===== src/tlv_type_range_span_scanner_top_macros.svh =====
// Assertion macros used by the scanner parser (tlvs_parser).
`ifndef TLV_TYPE_RANGE_SPAN_SCANNER_TOP_MACROS_SVH
`define TLV_TYPE_RANGE_SPAN_SCANNER_TOP_MACROS_SVH

`ifndef NO_ASSERTIONS
`define TLVS_ASSERT(lbl, prop, msg) \
  lbl: assert property (@(posedge clk) disable iff (!rst_n) (prop)) else $error(msg);
`define TLVS_ASSERT_NEXT(lbl, cond, nxt, msg) \
  lbl: assert property (@(posedge clk) disable iff (!rst_n) (cond) |=> (nxt)) else $error(msg);
`else
`define TLVS_ASSERT(lbl, prop, msg)
`define TLVS_ASSERT_NEXT(lbl, cond, nxt, msg)
`endif

`endif


===== src/tlvs_pkg.sv =====
`timescale 1ns / 1ps

package tlvs_pkg;

  localparam int MAX_STREAM_BYTES = 65536;
  localparam int POS_W            = $clog2(MAX_STREAM_BYTES + 1);
  localparam int OUT_W            = 17;
  localparam int TYPE_W           = 64;
  localparam int BYTE_W           = 8;
  localparam int CFG_IDX_W        = 1;

  localparam logic [CFG_IDX_W-1:0] REG_MIN_TYPE = 1'd0;
  localparam logic [CFG_IDX_W-1:0] REG_MAX_TYPE = 1'd1;

  localparam logic [1:0] PH_TYPE  = 2'd0;
  localparam logic [1:0] PH_LEN   = 2'd1;
  localparam logic [1:0] PH_VALUE = 2'd2;

  localparam logic [BYTE_W-1:0] BS_PFX_2 = 8'hfd;
  localparam logic [BYTE_W-1:0] BS_PFX_4 = 8'hfe;

  typedef struct packed {
    logic [TYPE_W-1:0] min_type;
    logic [TYPE_W-1:0] max_type;
  } cfg_t;

  typedef struct packed {
    logic [BYTE_W-1:0] stream_byte;
    logic              is_last;
  } in_item_t;

  typedef struct packed {
    logic             valid;
    logic [OUT_W-1:0] span_start;
    logic [OUT_W-1:0] span_length;
    logic             malformed;
  } result_t;

endpackage


===== src/tlvs_ifs.sv =====
`timescale 1ns / 1ps

interface tlvs_in_if;
  import tlvs_pkg::*;
  logic              valid;
  logic              ready;
  logic [BYTE_W-1:0] stream_byte;
  logic              is_last;

  modport source (output valid, output stream_byte, output is_last, input ready);
  modport sink (input valid, input stream_byte, input is_last, output ready);
endinterface

interface tlvs_out_if;
  import tlvs_pkg::*;
  logic             valid;
  logic             ready;
  logic [OUT_W-1:0] span_start;
  logic [OUT_W-1:0] span_length;
  logic             malformed;

  modport source (output valid, output span_start, output span_length, output malformed,
                  input ready);
  modport sink (input valid, input span_start, input span_length, input malformed,
                output ready);
endinterface


===== src/tlv_type_range_span_scanner_top.sv =====
`timescale 1ns / 1ps
// A result is shown once the byte marked last has passed the input register and the result register.
// Throughput: one stream byte per cycle; the parse state is updated in a single step.
// Only a last byte waits for the result register, and only while a result is still held.
// Reset: rst_n is synchronous and active low; it clears the parse state and the result
// valid flag, and sets min_type to zero and max_type to all ones.

module tlv_type_range_span_scanner_top (
  input  logic                           clk,
  input  logic                           rst_n,
  tlvs_in_if.sink                        in_ch,
  tlvs_out_if.source                     out_ch,
  input  logic                           cfg_we,
  input  logic [tlvs_pkg::CFG_IDX_W-1:0] cfg_index,
  input  logic [tlvs_pkg::TYPE_W-1:0]    cfg_wdata
);
  import tlvs_pkg::*;

  cfg_t     cfg;
  result_t  res;
  in_item_t item_r, item_nxt;
  logic     in_valid_r, in_valid_nxt;
  logic     out_free;
  logic     step;

  assign step        = in_valid_r && (!item_r.is_last || out_free);
  assign in_ch.ready = !in_valid_r || step;

  always_comb begin
    in_valid_nxt = in_valid_r;
    item_nxt     = item_r;
    if (step) begin
      in_valid_nxt = 1'b0;
    end
    if (in_ch.valid && in_ch.ready) begin
      in_valid_nxt         = 1'b1;
      item_nxt.stream_byte = in_ch.stream_byte;
      item_nxt.is_last     = in_ch.is_last;
    end
  end

  always_ff @(posedge clk) begin
    if (!rst_n) begin
      in_valid_r <= 1'b0;
    end else begin
      in_valid_r <= in_valid_nxt;
    end
    item_r <= item_nxt;
  end

  tlvs_cfg_regs u_cfg (
    .clk       (clk),
    .rst_n     (rst_n),
    .cfg_we    (cfg_we),
    .cfg_index (cfg_index),
    .cfg_wdata (cfg_wdata),
    .cfg       (cfg)
  );

  tlvs_parser u_parser (
    .clk   (clk),
    .rst_n (rst_n),
    .cfg   (cfg),
    .step  (step),
    .item  (item_r),
    .res   (res)
  );

  tlvs_out_reg u_out (
    .clk      (clk),
    .rst_n    (rst_n),
    .res      (res),
    .out_free (out_free),
    .out_ch   (out_ch)
  );

endmodule


===== src/tlvs_cfg_regs.sv =====
`timescale 1ns / 1ps

module tlvs_cfg_regs (
  input  logic                             clk,
  input  logic                             rst_n,
  input  logic                             cfg_we,
  input  logic [tlvs_pkg::CFG_IDX_W-1:0]   cfg_index,
  input  logic [tlvs_pkg::TYPE_W-1:0]      cfg_wdata,
  output tlvs_pkg::cfg_t                   cfg
);
  import tlvs_pkg::*;

  cfg_t cfg_r;
  cfg_t cfg_nxt;

  always_comb begin
    cfg_nxt = cfg_r;
    if (cfg_we) begin
      unique case (cfg_index)
        REG_MIN_TYPE: cfg_nxt.min_type = cfg_wdata;
        REG_MAX_TYPE: cfg_nxt.max_type = cfg_wdata;
        default:      cfg_nxt = cfg_r;
      endcase
    end
  end

  always_ff @(posedge clk) begin
    if (!rst_n) begin
      cfg_r.min_type <= '0;
      cfg_r.max_type <= '1;
    end else begin
      cfg_r <= cfg_nxt;
    end
  end

  assign cfg = cfg_r;

endmodule


===== src/tlvs_parser.sv =====
`timescale 1ns / 1ps
`include "tlv_type_range_span_scanner_top_macros.svh"

module tlvs_parser (
  input  logic               clk,
  input  logic               rst_n,
  input  tlvs_pkg::cfg_t     cfg,
  input  logic               step,
  input  tlvs_pkg::in_item_t item,
  output tlvs_pkg::result_t  res
);
  import tlvs_pkg::*;

  logic [1:0]        phase_r, phase_nxt;
  logic [3:0]        bleft_r, bleft_nxt;
  logic [BYTE_W-1:0] prefix_r, prefix_nxt;
  logic [TYPE_W-1:0] acc_r, acc_nxt;
  logic [TYPE_W-1:0] rtype_r, rtype_nxt;
  logic [TYPE_W-1:0] vleft_r, vleft_nxt;
  logic [POS_W-1:0]  pos_r, pos_nxt;
  logic [POS_W-1:0]  rbegin_r, rbegin_nxt;
  logic [POS_W-1:0]  sbegin_r, sbegin_nxt;
  logic              found_r, found_nxt;
  logic [POS_W-1:0]  send_r, send_nxt;
  logic              end_ok_r, end_ok_nxt;
  logic              stop_r, stop_nxt;
  logic              err_r, err_nxt;

  logic              fdone;
  logic [TYPE_W-1:0] fval;
  logic              below_floor;
  logic              bad;
  logic [POS_W-1:0]  pos_inc;

  assign pos_inc = pos_r + POS_W'(1);

  always_comb begin
    phase_nxt   = phase_r;
    bleft_nxt   = bleft_r;
    prefix_nxt  = prefix_r;
    acc_nxt     = acc_r;
    rtype_nxt   = rtype_r;
    vleft_nxt   = vleft_r;
    pos_nxt     = pos_r;
    rbegin_nxt  = rbegin_r;
    sbegin_nxt  = sbegin_r;
    found_nxt   = found_r;
    send_nxt    = send_r;
    end_ok_nxt  = end_ok_r;
    stop_nxt    = stop_r;
    err_nxt     = err_r;
    fdone       = 1'b0;
    fval        = '0;
    below_floor = 1'b0;
    bad         = 1'b0;
    res         = '0;

    if (step && !err_r && !stop_r) begin
      if (pos_r >= POS_W'(MAX_STREAM_BYTES)) begin
        err_nxt = 1'b1;
      end else begin
        pos_nxt = pos_inc;
        if (phase_r == PH_VALUE) begin
          vleft_nxt = vleft_r - TYPE_W'(1);
          if (vleft_r == TYPE_W'(1)) begin
            send_nxt   = pos_inc;
            end_ok_nxt = 1'b1;
            phase_nxt  = PH_TYPE;
          end
        end else if (bleft_r == 4'd0) begin
          if (phase_r == PH_TYPE) begin
            rbegin_nxt = pos_r;
          end
          prefix_nxt = item.stream_byte;
          acc_nxt    = '0;
          if (item.stream_byte < BS_PFX_2) begin
            fdone = 1'b1;
            fval  = TYPE_W'(item.stream_byte);
          end else if (item.stream_byte == BS_PFX_2) begin
            bleft_nxt = 4'd2;
          end else if (item.stream_byte == BS_PFX_4) begin
            bleft_nxt = 4'd4;
          end else begin
            bleft_nxt = 4'd8;
          end
        end else begin
          acc_nxt   = {acc_r[TYPE_W-BYTE_W-1:0], item.stream_byte};
          bleft_nxt = bleft_r - 4'd1;
          if (bleft_r == 4'd1) begin
            if (prefix_r == BS_PFX_2) begin
              below_floor = (acc_nxt[15:0] < 16'h00fd);
            end else if (prefix_r == BS_PFX_4) begin
              below_floor = (acc_nxt[31:16] == 16'h0000);
            end else begin
              below_floor = (acc_nxt[63:32] == 32'h0000_0000);
            end
            if (below_floor) begin
              err_nxt = 1'b1;
            end else begin
              fdone = 1'b1;
              fval  = acc_nxt;
            end
          end
        end

        if (fdone) begin
          if (phase_r == PH_TYPE) begin
            rtype_nxt = fval;
            phase_nxt = PH_LEN;
          end else begin
            if ((rtype_r >= cfg.min_type) && !found_r) begin
              sbegin_nxt = rbegin_r;
              found_nxt  = 1'b1;
            end
            if (rtype_r > cfg.max_type) begin
              stop_nxt = 1'b1;
            end else begin
              vleft_nxt = fval;
              if (fval == '0) begin
                send_nxt   = pos_inc;
                end_ok_nxt = 1'b1;
                phase_nxt  = PH_TYPE;
              end else begin
                phase_nxt = PH_VALUE;
              end
            end
          end
        end
      end
    end

    if (step && item.is_last) begin
      bad = err_nxt || (!stop_nxt && ((phase_nxt != PH_TYPE) || (bleft_nxt != 4'd0)));
      res.valid     = 1'b1;
      res.malformed = bad;
      if (!bad) begin
        if (found_nxt) begin
          res.span_start = OUT_W'(sbegin_nxt);
          if (end_ok_nxt && (send_nxt >= sbegin_nxt)) begin
            res.span_length = OUT_W'(send_nxt - sbegin_nxt);
          end
        end else if (end_ok_nxt) begin
          res.span_start = OUT_W'(send_nxt);
        end
      end
      phase_nxt  = PH_TYPE;
      bleft_nxt  = '0;
      prefix_nxt = '0;
      acc_nxt    = '0;
      rtype_nxt  = '0;
      vleft_nxt  = '0;
      pos_nxt    = '0;
      rbegin_nxt = '0;
      sbegin_nxt = '0;
      found_nxt  = 1'b0;
      send_nxt   = '0;
      end_ok_nxt = 1'b0;
      stop_nxt   = 1'b0;
      err_nxt    = 1'b0;
    end
  end

  always_ff @(posedge clk) begin
    if (!rst_n) begin
      phase_r  <= PH_TYPE;
      bleft_r  <= '0;
      prefix_r <= '0;
      acc_r    <= '0;
      rtype_r  <= '0;
      vleft_r  <= '0;
      pos_r    <= '0;
      rbegin_r <= '0;
      sbegin_r <= '0;
      found_r  <= 1'b0;
      send_r   <= '0;
      end_ok_r <= 1'b0;
      stop_r   <= 1'b0;
      err_r    <= 1'b0;
    end else begin
      phase_r  <= phase_nxt;
      bleft_r  <= bleft_nxt;
      prefix_r <= prefix_nxt;
      acc_r    <= acc_nxt;
      rtype_r  <= rtype_nxt;
      vleft_r  <= vleft_nxt;
      pos_r    <= pos_nxt;
      rbegin_r <= rbegin_nxt;
      sbegin_r <= sbegin_nxt;
      found_r  <= found_nxt;
      send_r   <= send_nxt;
      end_ok_r <= end_ok_nxt;
      stop_r   <= stop_nxt;
      err_r    <= err_nxt;
    end
  end

  `TLVS_ASSERT(a_err_stop_excl, !(err_r && stop_r), "error and stop flags both set")
  `TLVS_ASSERT(a_pos_bound, pos_r <= POS_W'(MAX_STREAM_BYTES), "byte position out of range")
  `TLVS_ASSERT_NEXT(a_clear_on_last, step && item.is_last, (pos_r == '0) && !err_r && !found_r, "stream state not cleared after the last byte")
  `TLVS_ASSERT_NEXT(a_err_sticky, err_r && !(step && item.is_last), err_r, "error flag dropped inside a stream")

endmodule


===== src/tlvs_out_reg.sv =====
`timescale 1ns / 1ps

module tlvs_out_reg (
  input  logic              clk,
  input  logic              rst_n,
  input  tlvs_pkg::result_t res,
  output logic              out_free,
  tlvs_out_if.source        out_ch
);
  import tlvs_pkg::*;

  logic             valid_r, valid_nxt;
  logic [OUT_W-1:0] start_r, start_nxt;
  logic [OUT_W-1:0] length_r, length_nxt;
  logic             mal_r, mal_nxt;

  assign out_free = !valid_r || out_ch.ready;

  always_comb begin
    valid_nxt  = valid_r;
    start_nxt  = start_r;
    length_nxt = length_r;
    mal_nxt    = mal_r;
    if (out_ch.ready) begin
      valid_nxt = 1'b0;
    end
    if (res.valid) begin
      valid_nxt  = 1'b1;
      start_nxt  = res.span_start;
      length_nxt = res.span_length;
      mal_nxt    = res.malformed;
    end
  end

  always_ff @(posedge clk) begin
    if (!rst_n) begin
      valid_r <= 1'b0;
    end else begin
      valid_r <= valid_nxt;
    end
    start_r  <= start_nxt;
    length_r <= length_nxt;
    mal_r    <= mal_nxt;
  end

  assign out_ch.valid       = valid_r;
  assign out_ch.span_start  = start_r;
  assign out_ch.span_length = length_r;
  assign out_ch.malformed   = mal_r;

endmodule


===== src/flat_wrapper.sv =====
// flat-port wrapper written by rule: the top's interface ports become plain ports
module tlv_type_range_span_scanner_top_flat import tlvs_pkg::*;
  (clk, rst_n, cfg_we, cfg_index, cfg_wdata, in_ch_valid, in_ch_stream_byte, in_ch_is_last, in_ch_ready, out_ch_valid, out_ch_span_start, out_ch_span_length, out_ch_malformed, out_ch_ready);
  tlvs_in_if in_ch_i ();
  tlvs_out_if out_ch_i ();
  input  logic clk;
  input  logic rst_n;
  input  logic cfg_we;
  input  logic [tlvs_pkg::CFG_IDX_W-1:0] cfg_index;
  input  logic [tlvs_pkg::TYPE_W-1:0] cfg_wdata;
  input wire logic [$bits(in_ch_i.valid)-1:0] in_ch_valid;
  input wire logic [$bits(in_ch_i.stream_byte)-1:0] in_ch_stream_byte;
  input wire logic [$bits(in_ch_i.is_last)-1:0] in_ch_is_last;
  output wire logic [$bits(in_ch_i.ready)-1:0] in_ch_ready;
  output wire logic [$bits(out_ch_i.valid)-1:0] out_ch_valid;
  output wire logic [$bits(out_ch_i.span_start)-1:0] out_ch_span_start;
  output wire logic [$bits(out_ch_i.span_length)-1:0] out_ch_span_length;
  output wire logic [$bits(out_ch_i.malformed)-1:0] out_ch_malformed;
  input wire logic [$bits(out_ch_i.ready)-1:0] out_ch_ready;
  assign in_ch_i.valid = in_ch_valid;
  assign in_ch_i.stream_byte = in_ch_stream_byte;
  assign in_ch_i.is_last = in_ch_is_last;
  assign in_ch_ready = in_ch_i.ready;
  assign out_ch_valid = out_ch_i.valid;
  assign out_ch_span_start = out_ch_i.span_start;
  assign out_ch_span_length = out_ch_i.span_length;
  assign out_ch_malformed = out_ch_i.malformed;
  assign out_ch_i.ready = out_ch_ready;
  tlv_type_range_span_scanner_top u_core (.clk(clk), .rst_n(rst_n), .in_ch(in_ch_i), .out_ch(out_ch_i), .cfg_we(cfg_we), .cfg_index(cfg_index), .cfg_wdata(cfg_wdata));
endmodule

===== config.mk =====
export PLATFORM = sky130hd
export DESIGN_NAME = tlv_type_range_span_scanner_top_flat
export DESIGN_NICKNAME = d
export VERILOG_FILES = /design/src/tlvs_pkg.sv /design/src/tlvs_ifs.sv /design/src/tlv_type_range_span_scanner_top.sv /design/src/tlvs_cfg_regs.sv /design/src/tlvs_parser.sv /design/src/tlvs_out_reg.sv /design/src/flat_wrapper.sv
export VERILOG_INCLUDE_DIRS = /design/src /design/src/src
export SDC_FILE = /design/constraint.sdc
export NUM_CORES = 1
export LEC_CHECK = 0
export ABC_AREA = 0
export BUFFER_PORTS_ARGS = -buffer_cell sky130_fd_sc_hd__buf_2
export CORE_AREA = 2 2 205 187
export DETAILED_ROUTE_END_ITERATION = 8
export DIE_AREA = 0 0 207 189
export PLACE_DENSITY_LB_ADDON = 0.08
export SYNTH_ARGS = -nofsm -noshare
export SYNTH_HDL_FRONTEND = slang
export SYNTH_SLANG_ARGS = --single-unit
export TNS_END_PERCENT = 20

===== constraint.sdc =====
create_clock -name clk -period 5.9 [get_ports clk]
set_clock_uncertainty 0.05 [all_clocks]
set_input_delay 0.59 -clock clk [delete_from_list [all_inputs] [get_ports clk]]
set_output_delay 0.59 -clock clk [all_outputs]
set_load 0.1 [all_outputs]

== Yosys cells after proc, flatten, opt, wreduce, memory -nomap -nowiden ==
Index checks and enable logic that the tools add are counted.
Widths: inputs -> output; s select.
Operators by class
  $add $sub $neg: 4
  order comparisons: 6
  eq/ne operators: 7
  muxes and demuxes: 88
  bitwise logic cells: 7
  reductions and logical operators: 39
Operator list (number)
  $mux 64: 10
  $mux 17: 17
  $eq 64x1->1 const B: 1
  $ge 64x64->1: 1
  $gt 64x64->1: 1
  $logic_not 64->1: 1
  $sub 64x1->64 const B: 1
  $mux 56: 1
  $mux 1: 42
  $mux 36: 1
  $mux 34: 1
  $eq 8x8->1 const B: 4
  $logic_not 32->1: 1
  $mux 4: 7
  $add 17x1->17 const B: 1
  $ge 17x17->1: 1
  $ge 17x17->1 const B: 1
  $sub 17x17->17: 1
  $logic_not 16->1: 1
  $lt 16x8->1 const B: 1
  $mux 2: 8
  $logic_and 1x1->1: 8
  $lt 8x8->1 const B: 1
  $mux 8: 1
  other kinds (16): 38
Storage, ports and cells
  register bits: 444
  bits of input ports: 79
  output and inout bits: 37

== Logic depth before layout (Yosys ltp) ==
  depth in word-level cells: 28
  depth in mapped cells: 26

== Cells and area by module ==
From an unflattened synthesis, not the netlist that was laid out.
Unflattened totals
  cell total of the unflattened synthesis: 2877
  area total of the unflattened synthesis: 23542.6 um^2
Modules (own cells, without submodules)
  tlvs_parser: times used 1, cells an instance 2259, area each 16922.5 um^2, sequential area each 5405.2 um^2
  tlvs_cfg_regs: times used 1, cells an instance 563, area each 5175.0 um^2, sequential area each 2562.5 um^2
  tlvs_out_reg: times used 1, cells an instance 39, area each 1099.8 um^2, sequential area each 1071.0 um^2
  tlv_type_range_span_scanner_top: times used 1, cells an instance 16, area each 345.3 um^2, sequential area each 290.3 um^2

== Worst setup path after synthesis ==
No wires, ideal clock.
  path type: reg2reg
  start point: register u_core.u_out.valid_r, in the netlist u_core.u_out.out_ch.valid
  end point: register u_core.u_out.length_r[11], in the netlist u_core.u_out.out_ch.span_length[11] (data pin)
  library setup time: 266 ps
  data arrival time: 5040 ps
  slack: 544 ps
  stages on the path, launching flop included: 24
  buffers on the path: 6
  clock period less this slack: 5356 ps
  path through: dfxtp_1 > and3b_1 > clkbuf_1 > nor3_1 > buf_2 > nand2_1 > a21oi_1 > buf_1 > nor2b_1 > buf_2 > buf_2 > mux2i_1 > ha_1 > a21o_1 > a21oi_1 > o21ai_0 > a21oi_1 > o211ai_1 > o21ai_0 > o21ai_0 > o221a_2 > o211ai_2 > clkbuf_1 > nor2_1
On the way
  cells in the longest elaborated chain, start to end: 12
  elaborated cells on any way between the ends: 28
  classes of those cells: add/sub: 1; order compare: 1; mux: 8; bitwise: 3; reduce/logical: 15
RTL lines
  start, declared: line tlvs_out_reg.sv:12  | logic valid_r, valid_nxt;
  start signal, assigned: line tlvs_out_reg.sv:39  | valid_r <= valid_nxt;
  $logic_not 1->1 (*): line tlvs_out_reg.sv:17  | assign out_free = !valid_r || out_ch.ready;
  $logic_or 1x1->1 (*): line tlvs_out_reg.sv:17
  $logic_or 1x1->1 (*): line tlv_type_range_span_scanner_top.sv:26  | assign step = in_valid_r && (!item_r.is_last || out_free);
  $logic_and 1x1->1 (*): line tlv_type_range_span_scanner_top.sv:26
  branches (longest 8 deep; another with $ge 17x17->1)
  end signal, assigned: line tlvs_out_reg.sv:42  | length_r <= length_nxt;
  end, declared: line tlvs_out_reg.sv:14  | logic [OUT_W-1:0] length_r, length_nxt;
Every way passes the cells marked *.
A chain may end at the register's enable or synchronous reset.

== Final worst setup path ==
  start point: register u_core.u_cfg.cfg_r (netlist bit u_core.u_cfg.cfg[95])
  end point: register u_core.u_out.length_r[16], in the netlist u_core.u_out.out_ch.span_length[16] (data pin)
On the way
  cells in the longest elaborated chain, start to end: 11
  elaborated cells on any way between the ends: 18
  classes of those cells: add/sub: 1; order compare: 2; mux: 10; bitwise: 2; reduce/logical: 3
RTL lines
  start, declared: line tlvs_cfg_regs.sv:13  | cfg_t cfg_r;
  start signal, assigned: line tlvs_cfg_regs.sv:32  | cfg_r <= cfg_nxt;
  $ge 64x64->1 (*): line tlvs_parser.sv:111  | if ((rtype_r >= cfg.min_type) && !found_r) begin
  $logic_and 1x1->1 (*): line tlvs_parser.sv:111
  $mux 17: line tlvs_parser.sv:111
  $mux 17: line tlvs_parser.sv:107  | if (phase_r == PH_TYPE) begin
  $mux 17: line tlvs_parser.sv:106  | if (fdone) begin
  $mux 17: line tlvs_parser.sv:59  | if (pos_r >= POS_W'(MAX_STREAM_BYTES)) begin
  $mux 17: line tlvs_parser.sv:58  | if (step && !err_r && !stop_r) begin
  $ge 17x17->1: line tlvs_parser.sv:139  | if (end_ok_nxt && (send_nxt >= sbegin_nxt)) begin
  $logic_and 1x1->1: line tlvs_parser.sv:139
  $not 1->1 (no line)
  $reduce_or 4->1 (no line)
Mark *: on every way between the ends. The rest lies on a longest branch, timed or not.

==> flow_summary.ini <==
[grt]
grt_pass1_wl_um = 104800
grt_pass1_vias = 19770
grt-ovfl-total = 0
grt_antenna_before_repair = 0
grt_use_total_pct = 32.85
grt_max_degree = 91

[final_layout]
drive_above_1_share_pct = 10.20
antenna_cells = 0
area_growth_pct = 11.81
multiInputGateArea_sq_um = 12150
nFillCells = 3046
instances_no_fill = 3345
regArea_sq_um = 9329
fin_nets = 3061

[sta]
relSlewSlack_pct = 30.18
finalHoldViolCount = 0
timing.fmax_ghz = 0.1795
fin_tns_setup_ns = 0
min_period_ns = 5.572
drv_slew = 0
fin_crit_sh_pct = 94.45
finalSetupViolations = 0
worst_pin_slew_ns = 1.047
grt_setup_unrepaired = false
whs_ns = 0.1412

[floorplan]
rows = 67
initial_core_util_pct = 61.23
die_y_um = 189
fp.coreArea_sq_um = 36890
pin_count = 116
die_area_sq_um = 39120
die_w_um = 207

[detailed_routing]
num_vias = 20670
ant_nets = 0
wl_um = 65930
vias_per_cell = 6.180
drt_iter0_drc = 2120
drc = 0
drtPass1Iterations = 6
avgRoutedWirePerCell_um = 19.71

[synth]
yosysSeqAreaShare_pct = 41.31
ys.flop_type = dfxtp_1
synthArstFlopShare_pct = 0
synth_top_area_share_pct = 35.46
synth_cells = 2789
synthTopCellsByArea = dfxtp_1 (35%), ha_1 (8.4%), nand2_1 (8.1%)
yosysUniqueCellTypes = 76
synth_warnings = 0
netlist_area_sq_um = 22580
yosys_register_bits = 444
synth_top_area_cell = dfxtp_1
avgSynthCellArea_sq_um = 8.098
synthesis.nets = 3021
synth-edff-count = 44

[setup_path]
required_ns = 6.17
critPathCaptureType = register
startpoint = u_core.u_cfg.cfg[95]$_SDFFE_PN0P_
critPathKind = register to register
crit_arrival_ns = 5.84
crit_fanout = 7
max_stage_delay_ns = 0.44
rrSetupSlack_ns = 0.33
crit_path_end = u_core.u_out.out_ch.span_length[16]$_SDFFCE_PP0P_
reg2reg_depth = 23
crit_chain = inv_1 -> ha_1 -> and3_1 -> nand4_1 -> or3_1 -> a31oi_2 -> o2111ai_1 -> a21oi_2 -> nor2b_2 -> buf_4 -> mux2i_2 -> inv_1 -> fa_1 -> nor2b_1 -> o21ai_0 -> a21boi_1 -> o21ai_0 -> a21boi_2 -> o21ai_0 -> a21o_1 -> a21boi_0 -> o21a_1 -> nor3_1
path_common_cell = o21ai_0
cp_slowest_cell = or3_1
reg2reg_from = u_core.u_cfg.cfg[95]$_SDFFE_PN0P_
cp-start-kind = register
worstReg2RegEnd = u_core.u_out.out_ch.span_length[16]$_SDFFCE_PP0P_

[pwr]
share_comb_of_total_power_pct = 9.3
seqPwrFrac_pct = 46.0
internal_power_uw = 5169
irDropWorstVdd_v = 0.0002454
p_sw_uw = 1707
clock_power_share_pct = 44.8
switching_share_pct = 24.83
power.leakage_uw = 0.01001
power_density_nw_per_um2 = 272.3

[clock_network]
ctsRootBufferMaster = clkbuf_16
cts_tree = yes
htreeDepth = 2
cts_buffer_depth = 3
clk_latency_ns = 0.59
cts.sinks = 444
cts_hold_buf = 0
cts_buffers = 46
cts.clk_slew.worst_paths_ns = 0.06

[job]
maxCapViolCount = 0

[placement]
placed_cells = 3263
gp_congestion = 0.9346
io_buffers = 115
place_hpwl_um = 45700

[worst_hold_path]
min_path_type = input pin to register

[run_status]
status = complete, no violations
how the worst min path moves through the flow:
stage	start	depth (start not counted)	endpoint
3_5_place_dp	u_core.u_parser.prefix_r[5]$_SDFFE_PP0P_	2	u_core.u_parser.prefix_r[5]$_SDFFE_PP0P_
5_1_grt	in_ch_stream_byte[6]	1	u_core.item_r[7]$_DFFE_PP_
2_1_floorplan	u_core.u_parser.vleft_r[34]$_SDFFE_PP0P_	2	u_core.u_parser.vleft_r[34]$_SDFFE_PP0P_
6_report	in_ch_stream_byte[7]	1	u_core.item_r[8]$_DFFE_PP_
3_3_place_gp	u_core.u_parser.vleft_r[34]$_SDFFE_PP0P_	2	u_core.u_parser.vleft_r[34]$_SDFFE_PP0P_
4_1_cts	in_ch_stream_byte[6]	1	u_core.item_r[7]$_DFFE_PP_
placed cells by master, fill, tap and decap left out, types with 34 or more instances in the layout:
| cell | n |
|---|---|
| clkbuf_16 | 47 |
| o211ai_1 | 68 |
| buf_2 | 114 |
| edfxtp_1 | 44 |
| nor4_1 | 39 |
| buf_4 | 51 |
| nand2_1 | 487 |
| a21boi_0 | 75 |
| a21oi_1 | 272 |
| nand4_1 | 34 |
| dfxtp_1 | 400 |
| ha_1 | 152 |
| nor3_1 | 54 |
| o21ai_0 | 106 |
| nand3_1 | 160 |
| inv_1 | 158 |
| nor2_1 | 168 |
worst max-delay path, delay by kind of cell (launching register included):
| family | cells | cell delay, ns |
|---|---|---|
| buffers and inverters | 3 | 0.34 |
| DFF | 1 | 0.33 |
| adders and majority gates | 2 | 0.70 |
| muxes | 1 | 0.29 |
| and+or+nand+nor | 6 | 1.29 |
| AOI/OAI and AO/OA | 11 | 2.30 |
cell families after synthesis:
kind of cell	count (synthesis)	share of synthesized area, %
buf+inv	332	5.596
mux	18	0.8033
xor+xnor	39	1.512
flops	444	41.31
simple gates	1083	21.93
fa+ha+maj	153	8.510
compound gates	720	20.34
cells in the mapped netlist, types with 8 or more instances:
cell type	n
a2111oi_0	9
a2111oi_2	9
a21boi_0	77
a21o_1	33
a21oi_1	274
a22oi_1	23
and2_1	24
and3_1	19
buf_1	12
buf_2	8
clkbuf_1	153
dfxtp_1	400
edfxtp_1	44
ha_1	152
inv_1	158
mux2i_1	17
nand2_1	487
nand2b_1	14
nand3_1	161
nand4_1	34
nor2_1	169
nor2b_1	33
nor3_1	58
nor4_1	40
o211ai_1	68
o21a_1	27
o21ai_0	107
o22ai_1	25
or3_1	14
xnor2_1	24
xor2_1	15
per-stage QoR:
stage               worst slack, ns  cell area (sq um)  total power (uW)  util, %
finish                       0.3276              25250              6876    68.46
global route               0.004329              25250              7085    68.46
CTS                         0.02441              25200              6896    68.31
detailed placement           0.1236              23600              3845    63.98
global placement             0.2178              23600              3830    63.98
floorplan                    0.5437              22580              3650        -
power by group through the flow:
stage | clock, uW | sequential (uW) | combinational (uW)
after global placement | 0 | 3220 | 607
after CTS | 3110 | 3160 | 625
final | 3080 | 3160 | 637
after global routing | 3230 | 3170 | 693
after detailed placement | 0 | 3230 | 620
after floorplan | 0 | 3270 | 378
state kept, by name, indices dropped and copies added, names as in the netlist:
register,count
u_core.u_cfg.cfg,128
u_core.u_parser.rtype_r,64
u_core.u_parser.vleft_r,64
u_core.u_parser.acc_r,56
u_core.u_out.out_ch.span_length,17
u_core.u_out.out_ch.span_start,17
u_core.u_parser.pos_r,17
u_core.u_parser.rbegin_r,17
u_core.u_parser.sbegin_r,17
u_core.u_parser.send_r,17
u_core.item_r,9
u_core.u_parser.prefix_r,8
u_core.u_parser.bleft_r,4
u_core.u_parser.phase_r,2
u_core.in_valid_r,1
u_core.u_out.out_ch.malformed,1
u_core.u_out.out_ch.valid,1
u_core.u_parser.end_ok_r,1
u_core.u_parser.err_r,1
u_core.u_parser.found_r,1
u_core.u_parser.stop_r,1
timing repair:
item	in CTS	in global routing
setup buffers	0	1
setup endpoints to repair	0	17
gates resized for setup	0	10
per-layer routing:
metal	part of all wire [%]	global-route usage, %
met5	0	0
met4	3.7	12.88
met3	6.8	4.694
met2	47	54.77
met1	43	43.26
area by class of cell:
type,instances,area share [%]
tap,483,2.393
sequential,444,36.95
clock buffer,72,5.624
clock inverter,9,0.6987
multi-input combinational,2013,48.13
inverter,158,2.349
timing repair buffer,166,3.855
Note: power is estimated with default switching activity, not from simulation.
